$ cat src/hw/rtl/assert_macros.svh
// Assertion macros used by the top level of the cluster chain walker.
// Define SYNTH to compile every assertion away.
`ifndef ASSERT_MACROS_SVH
`define ASSERT_MACROS_SVH

`ifndef SYNTH
// Check that prop holds at every clock edge outside reset.
`define FCW_ASSERT(label, clk, rst, prop) \
   label: assert property (@(posedge clk) disable iff (rst) (prop)) \
      else $error("assertion failed: %m");
// Check that cond never holds at a clock edge outside reset.
`define FCW_ASSERT_NEVER(label, clk, rst, cond) \
   label: assert property (@(posedge clk) disable iff (rst) !(cond)) \
      else $error("forbidden condition: %m");
`else
`define FCW_ASSERT(label, clk, rst, prop)
`define FCW_ASSERT_NEVER(label, clk, rst, cond)
`endif

`endif

$ cat src/hw/rtl/fcw_pkg.sv
// Shared constants and types of the cluster chain walker.
// No dependencies; imported by the controller, datapath and top level.
`timescale 1ns / 1ps

package fcw_pkg;

   // allocation table geometry
   localparam int TABLE_BYTES = 8192;
   localparam int TBL_AW      = $clog2(TABLE_BYTES);
   localparam logic [13:0] TBL_LIMIT = 14'(TABLE_BYTES);

   // command codes on req_cmd
   localparam logic [1:0] CMD_LOAD  = 2'd0;
   localparam logic [1:0] CMD_START = 2'd1;
   localparam logic [1:0] CMD_ADV   = 2'd2;

   // cluster number limits
   localparam logic [11:0] FIRST_CLUSTER = 12'd2;
   localparam logic [11:0] END_MARK      = 12'hFF8;

   // configuration register indexes
   localparam int CSR_IDX_W = 1;
   localparam int CSR_DATA_W = 16;
   localparam logic [CSR_IDX_W-1:0] REG_DATA_START = 1'b0;
   localparam logic [CSR_IDX_W-1:0] REG_SPC        = 1'b1;

   // reset values of the configuration registers
   localparam logic [15:0] DATA_START_RST = 16'd33;
   localparam logic [7:0]  SPC_RST        = 8'd1;

   // controller to datapath commands
   typedef struct packed {
      logic load_we;     // write one table byte
      logic start_set;   // set the current cluster
      logic adv_issue;   // read table word, form product
      logic adv_finish;  // load the result register, step the chain
   } fcw_cmd_type;

endpackage

$ cat src/hw/rtl/fcw_ctrl.sv
// Controller of the cluster chain walker: input handshake, advance sequencing
// and the result valid flag. Depends on fcw_pkg.
`timescale 1ns / 1ps

module fcw_ctrl
   import fcw_pkg::*;
(
   input  logic        clock,
   input  logic        reset,
   input  logic        req_valid,
   output logic        req_ready,
   input  logic [1:0]  req_cmd,
   output logic        rsp_valid,
   input  logic        rsp_ready,
   output fcw_cmd_type dp_cmd
);

   localparam logic ST_IDLE = 1'b0;
   localparam logic ST_READ = 1'b1;

   logic state_ff, state_in;
   logic rsp_valid_ff, rsp_valid_in;
   logic accept;
   logic out_free;

   assign req_ready = (state_ff == ST_IDLE);
   assign accept    = req_valid && req_ready;
   assign out_free  = !rsp_valid_ff || rsp_ready;
   assign rsp_valid = rsp_valid_ff;

   // command decode of an accepted beat
   always_comb begin
      dp_cmd = '0;
      unique case (req_cmd)
         CMD_LOAD:  dp_cmd.load_we   = accept;
         CMD_START: dp_cmd.start_set = accept;
         CMD_ADV:   dp_cmd.adv_issue = accept;
         default:   ;
      endcase
      dp_cmd.adv_finish = (state_ff == ST_READ) && out_free;
   end

   always_comb begin
      state_in = state_ff;
      unique case (state_ff)
         ST_IDLE: if (dp_cmd.adv_issue) state_in = ST_READ;
         ST_READ: if (out_free) state_in = ST_IDLE;
         default: state_in = ST_IDLE;
      endcase
   end

   // hold the result until taken, raise it on finish
   always_comb begin
      if (dp_cmd.adv_finish) begin
         rsp_valid_in = 1'b1;
      end else if (rsp_ready) begin
         rsp_valid_in = 1'b0;
      end else begin
         rsp_valid_in = rsp_valid_ff;
      end
   end

   always_ff @(posedge clock) begin
      if (reset) begin
         state_ff     <= ST_IDLE;
         rsp_valid_ff <= 1'b0;
      end else begin
         state_ff     <= state_in;
         rsp_valid_ff <= rsp_valid_in;
      end
   end

endmodule

$ cat config.mk
export PLATFORM = sky130hd
export DESIGN_NAME = fcw_ctrl
export DESIGN_NICKNAME = d
export VERILOG_FILES = /design/src/hw/rtl/assert_macros.svh /design/src/hw/rtl/fcw_pkg.sv /design/src/hw/rtl/fcw_ctrl.sv
export SDC_FILE = /design/constraint.sdc
export NUM_CORES = 1
export LEC_CHECK = 0
export BUFFER_PORTS_ARGS = -buffer_cell sky130_fd_sc_hd__buf_2
export CAP_MARGIN = 10
export CORE_AREA = 2 2 39 41
export DETAILED_ROUTE_END_ITERATION = 8
export DIE_AREA = 0 0 41 43
export HOLD_SLACK_MARGIN = 0.08
export SYNTH_ARGS = -nofsm -noshare
export SYNTH_HDL_FRONTEND = slang
export SYNTH_SLANG_ARGS = --single-unit
$ cat constraint.sdc
create_clock -name clock -period 1.2 [get_ports clock]
set_input_delay 0.06 -clock clock [delete_from_list [all_inputs] [get_ports clock]]
set_output_delay 0.06 -clock clock [all_outputs]
set_load 0.005 [all_outputs]
==> reports/qor.txt, run 1 <==
Final Hold Fails -> 0
Count of pins over their slew limit -> 0
DRC violations left -> 0
Worst-skew pair later-pin latency -> 0.22 ns
FF+latch count, synth -> 2
Cells after Synth -> 12
Mux share of post-synthesis cell area -> 0
Area Growth Syn to Fin -> 78.4%
Commonest non-fill, non-tap cell in the layout -> buf_2
DRT Wirelength -> 331 microns
Critical Path Source Type -> flop
Syn Area/Cell -> 10.6 sq um
R2R Setup Slk -> 0.34 ns
Util after Layout -> 0.165
Overall Global Routing Usage -> 0.0501
Pre-antenna DRT Iters -> 1
Initial antenna violation count -> 0
Critical path capture point type -> output port
Post-route ant nets -> 0
Post-Synth Adder-Cell Area -> 0
Largest family of logic cells by synthesized area -> simple AND/OR/NAND/NOR gates
Synth unique cells -> 11
Largest net degree at the start of global routing -> 7
Area of the multi-input gates -> 76.3 sq um
Clock Pin Slew Worst Setup and Hold Paths -> 0.03 ns
Horiz. Die Dim -> 41 microns
Cts hold-fix bufs -> 1
FF/Latch Area -> 40.0 sq um
Antenna cells -> 0
Post-synthesis compound-gate area fraction -> 0.118
Syn nets -> 18
Leading area contributor after synthesis -> dfxtp_1
Total Neg Setup Slack -> 0 ns
P_leak -> 0.118 nW
Setup ws final -> 0.145 ns
Vias in the first global route -> 135
HPWL after DPL -> 264 microns
Synth area leaders -> dfxtp_1 (31%), and4bb_4 (13%), and4bb_2 (9.8%), and3b_2 (7.8%), o21ba_1 (7.8%)
Placement Setup Slack -> 0.334 ns
Cts bufs inserted -> 3
Post-synthesis sequential area ratio -> 0.314
Post-Synth Simple-Gate Area -> 0.480
Reg-to-Reg End -> state_ff
Final layout net count -> 34
Most frequent cells in the layout -> buf_2 (11), clkbuf_4 (3), dfxtp_1 (2)
Post-route cell area -> 228 sq um
Worst Tran Pin Value -> 0.229 ns
RSZ-0062 raised after global routing -> no
Clock skew -> 0.000365 ns
Final-layout fill cell count -> 161
Max Clk Rate -> 948 MHz
Post_cts resized -> 0
Buffers on Ports -> 11
GP Congestion -> 0.476
Final Cycle Share -> 0.879
Status -> finished, final reports clean
Pwr dens -> 1100 nW/um^2
Area share of the largest cell type after synthesis -> 0.314
CTS Sinks -> 2
Share of cells above drive strength 1 -> 0.692
# IOs -> 12
Htree depth -> 1
Deepest clock path buffer count -> 2
Xor and xnor area share after synthesis -> 0
DRT iter0 DRCs -> 0
Max FO, Critical Path -> 6
Post-CTS Setup Bufs -> 0
Ys Warns -> 0
Worst reg2reg startpoint -> state_ff
DR WL/cell -> 7.88 microns
Die Span Y -> 43 microns
CP Data Required Time -> 1.14 ns
Row count -> 14
Final min period -> 1.06 ns
Number of max-cap violations -> 0
R2R cell count -> 2
Mapped cell area -> 128 sq um
Final setup viols -> 0
Worst rel slew slack -> 0.845
Core area -> 1380 sq um
CTS root buffer -> clkbuf_4
Worst min-delay path category -> input port to flop
CTS tree -> yes
Grt total ovfl -> 0
Vias -> 148
Global-route wire length before repair -> 462 microns
Crit path from -> state_ff
Die ar. -> 1760 sq um
Vias/cell -> 3.52
Setup CP Type -> flop to output port
Initial Util -> 0.0922
Critical Path Sink -> dp_cmd[3]
Placed inst area -> 195 sq um
CP arrival -> 1.00 ns
Peak supply drop -> 0.182 mV
==> kinds of logic after synthesis <==
group | after synthesis
DFF | 2
buffers and inverters | 2
AOI/OAI and AO/OA | 2
and+or+nand+nor | 6
==> registers in the layout (all words and copies together), names as in the netlist <==
name       cells
rsp_valid      1
state_ff       1
==> per-layer routing <==
metal,up-vias,global-route usage,part of all wire
met2,7,0.0688,0.55
met5,-,0,0
met3,0,0.0785,0.11
met1,69,0.0224,0.34
li1,72,-,-
met4,0,0.0400,0
==> how the worst min path moves through the flow <==
stage,from,to,slack (ns),depth (start not counted)
floorplan,reset,rsp_valid,0.13,1
global placement,reset,rsp_valid,0.23,2
finish,rsp_ready,rsp_valid,0.13,3
detailed placement,reset,rsp_valid,0.24,2
CTS,rsp_ready,rsp_valid,0.13,3
global route,rsp_ready,rsp_valid,0.15,3
==> stage by stage <==
stage,hold WS [ns],std cells,power [W]
3_5_place_dp,0.235,38,0.0000995
3_3_place_gp,0.233,38,0.0000991
4_1_cts,0.129,42,0.000262
6_report,0.133,42,0.000250
2_1_floorplan,0.129,12,0.0000836
5_1_grt,0.149,42,0.000274
==> area by class of cell <==
cell class / instances / share of cell area
clock buffer: 3 / 0.0989
inverter: 1 / 0.0165
multi-input combinational: 8 / 0.335
sequential: 2 / 0.176
tap: 16 / 0.0879
timing repair buffer: 12 / 0.286
==> synthesized netlist by cell type <==
cell      number
dfxtp_1        2
a21oi_1        1
and2_2         1
and3b_2        1
and4bb_2       1
and4bb_4       1
buf_4          1
inv_1          1
nand2b_1       1
nor4b_1        1
o21ba_1        1
==> where the power goes <==
| group | switching [W] | total, W | internal (W) | leakage, nW |
|---|---|---|---|---|
| combinational | 0.0000103 | 0.0000306 | 0.0000202 | 0.0878 |
| sequential | 0.00000149 | 0.0000703 | 0.0000688 | 0.0162 |
| clock | 0.0000389 | 0.000149 | 0.000110 | 0.0138 |
| total | 0.0000508 | 0.000250 | 0.000199 | 0.118 |
==> worst max-delay path, stage by stage, from the launching register on <==
cell	delay (ns)
dfxtp_1	0.33
nor4b_1	0.29
buf_2	0.16
Note: power is estimated with default switching activity, not from simulation.
==> inputs of run 2 (changes only) <==
--- a/config.mk
+++ b/config.mk
@@ -7,9 +7,9 @@
 export LEC_CHECK = 0
 export BUFFER_PORTS_ARGS = -buffer_cell sky130_fd_sc_hd__buf_2
 export CAP_MARGIN = 10
-export CORE_AREA = 2 2 39 41
+export CORE_AREA = 8 8 45 47
 export DETAILED_ROUTE_END_ITERATION = 8
-export DIE_AREA = 0 0 41 43
+export DIE_AREA = 0 0 53 55
 export HOLD_SLACK_MARGIN = 0.08
 export SYNTH_ARGS = -nofsm -noshare
 export SYNTH_HDL_FRONTEND = slang
==> constraint.sdc (replaced) <==
create_clock -name clock -period 1 [get_ports clock]
set_input_delay 0.05 -clock clock [delete_from_list [all_inputs] [get_ports clock]]
set_output_delay 0.05 -clock clock [all_outputs]
set_load 0.005 [all_outputs]
==> run 2 against run 1 <==
Effect of this change:
- the run now ends with negative setup slack left
- largest cell class unchanged
- largest power group unchanged
- global-route usage is 0.48 points lower
- critical path depth unchanged
- clock-buffer cell count unchanged
- highest routed layer unchanged
- worst hold slack gained 0.061 ns
- worst setup slack got worse by 0.16 ns
==> reports/qor.txt, run 2 (synthesis gave the netlist of run 1 again) <==
Failing checks -> negative setup slack
Grt total ovfl -> 0 (unchanged)
Critical Path Source Type -> flop
Max FO, Critical Path -> 6 (unchanged)
Pre-antenna DRT Iters -> 2 (+1)
Htree depth -> 1 (unchanged)
Commonest non-fill, non-tap cell in the layout -> buf_2
Crit-path cells -> and4bb_4, buf_2
Most frequent cells in the layout -> buf_2 (10), clkbuf_4 (3), dfxtp_2 (2)
Largest net degree at the start of global routing -> 7 (unchanged)
Core area -> 1380 sq um (unchanged)
R2R Setup Slk -> 0.16 ns (-0.18 ns)
Overall Global Routing Usage -> 0.0453 (-0.00479)
Total power -> 0.000306 W (+22%)
Number of max-cap violations -> 0 (unchanged)
Critical-path top delay cell -> dfxtp_2
Vias -> 146 (-1.4%)
Total internal power -> 0.000243 W (+22%)
Worst Tran Pin Value -> 0.174 ns (-0.0548 ns)
Post-route ant nets -> 0 (unchanged)
CP Data Required Time -> 0.95 ns (-0.19 ns)
DRC violations left -> 0 (unchanged)
Worst rel slew slack -> 0.884 (+0.0384)
Share of cells above drive strength 1 -> 0.815 (+0.123)
CTS root buffer -> clkbuf_4
Initial Util -> 0.0922 (unchanged)
GP Congestion -> 0.717 (+51%)
CTS Sinks -> 2 (unchanged)
# IOs -> 12 (unchanged)
Clock skew -> 0.00233 ns (+0.00197 ns)
Vias in the first global route -> 177 (+31%)
DRT iter0 DRCs -> 3 (+3)
Final Hold Fails -> 0 (unchanged)
Global-route wire length before repair -> 800 microns (+73%)
Deepest clock path buffer count -> 2 (unchanged)
CP arrival -> 0.97 ns (-0.03 ns)
Area Growth Syn to Fin -> 96.1%
Die ar. -> 2920 sq um (+65%)
Psw -> 0.0000636 W (+25%)
HPWL after DPL -> 384 microns (+46%)
Initial antenna violation count -> 0 (unchanged)
Worst min-delay path category -> input port to flop
Count of pins over their slew limit -> 0 (unchanged)
Horiz. Die Dim -> 53 microns (+29%)
Gate power share -> 0.136 (+0.014)
Total Neg Setup Slack -> -0.0187 ns (-0.0187 ns)
Vias/cell -> 3.40 (-3.6%)
Buffers on Ports -> 11 (unchanged)
Cts bufs inserted -> 3 (unchanged)
Row count -> 14 (unchanged)
Antenna cells -> 0 (unchanged)
Worst-skew pair later-pin latency -> 0.22 ns (about the same)
Final Cycle Share -> 1.02
DRT Wirelength -> 456 microns (+38%)
Setup CP Type -> flop to output port
Largest stage delay, worst path -> 0.33 ns (about the same)
Clock Pin Slew Worst Setup and Hold Paths -> 0.03 ns (about the same)
Final setup viols -> 1 (+1)
Reg power frac -> 0.278 (-0.003)
RSZ-0062 raised after global routing -> yes
Final layout net count -> 35 (+2.9%)
CTS tree -> yes
P_leak -> 0.125 nW (+6.4%)
Die Span Y -> 55 microns (+28%)
Switch share -> 0.208 (+0.00485)
Status -> finished with violations
DR WL/cell -> 10.6 microns (+35%)
Final min period -> 1.02 ns
Clock network fraction of design power -> 0.587 (-0.010)
Peak supply drop -> 0.223 mV (+23%)
Max Clk Rate -> 982 MHz
Pwr dens -> 1220 nW/um^2 (+11%)
Setup ws final -> -0.0187 ns (-0.164 ns)
Critical path capture point type -> output port
## run 2: cell count changes in the layout (fill, tap and decap cells not counted)
| cell | change |
|---|---|
| nor4b_2 | +1 |
| buf_6 | +1 |
| nor4b_1 | -1 |
| buf_2 | -1 |
| dfxtp_1 | -2 |
| buf_4 | +1 |
| dfxtp_2 | +2 |
## run 2: worst paths after layout
kind                   from   endpoint  depth (start not counted)
setup reg to reg   state_ff   state_ff                          2
hold reg to reg    state_ff  rsp_valid                          2
hold / removal    rsp_ready  rsp_valid                          4
setup / recovery   state_ff  dp_cmd[1]                          2
## run 2: final cells by class
cell class	instances	area, sq um
flip-flops and latches	2	42.5
repair buffers	13	78.8
clock buffers	3	22.5
fillers	164	1130
multi-input cells	8	82.6
inverters	1	3.75
well taps	16	20.0
## run 2: layer usage
layer,GRT usage,up-vias,part of all wire
li1,-,73,-
met1,0.0242,66,0.25
met2,0.0625,7,0.54
met3,0.0615,0,0.21
met4,0.0517,0,0
met5,0,-,0
## run 2: what timing repair did
| item | 4_1_cts | 5_1_grt |
|---|---|---|
| hold buffers | 1 | 0 |
| endpoints found under the setup margin | 3 | 4 |
| hold endpoints to repair | 2 | 0 |
| pin swaps | 0 | 1 |
| setup buffers | 0 | 1 |
| gates resized for setup | 2 | 2 |
## run 2: critical path: cells and delay by family, from the launching register on
family | cells | cell delay (ns)
flip-flops | 1 | 0.33
AND/OR/NAND/NOR | 1 | 0.30
buffers and inverters | 1 | 0.11
## run 2: power by group through the flow
stage	Clock (W)	Sequential, W	Combinational (W)
2_1_floorplan	0	0.0000852	0.0000151
3_3_place_gp	0	0.0000854	0.0000347
3_5_place_dp	0	0.0000854	0.0000360
4_1_cts	0.000190	0.0000849	0.0000408
5_1_grt	0.000216	0.0000856	0.0000469
6_report	0.000180	0.0000850	0.0000415
## run 2: metrics by stage
step | setup WS, ns | instances | utilization | cell area [sq um] | hold slack [ns]
3_3_place_gp | 0.148 | 38 | 0.141 | 195 | 0.227
5_1_grt | -0.0700 | 43 | 0.181 | 250 | 0.200
4_1_cts | -0.0403 | 42 | 0.170 | 235 | 0.118
6_report | -0.0187 | 43 | 0.181 | 250 | 0.194
2_1_floorplan | 0.168 | 12 | - | 128 | 0.119
3_5_place_dp | 0.123 | 38 | 0.141 | 195 | 0.227
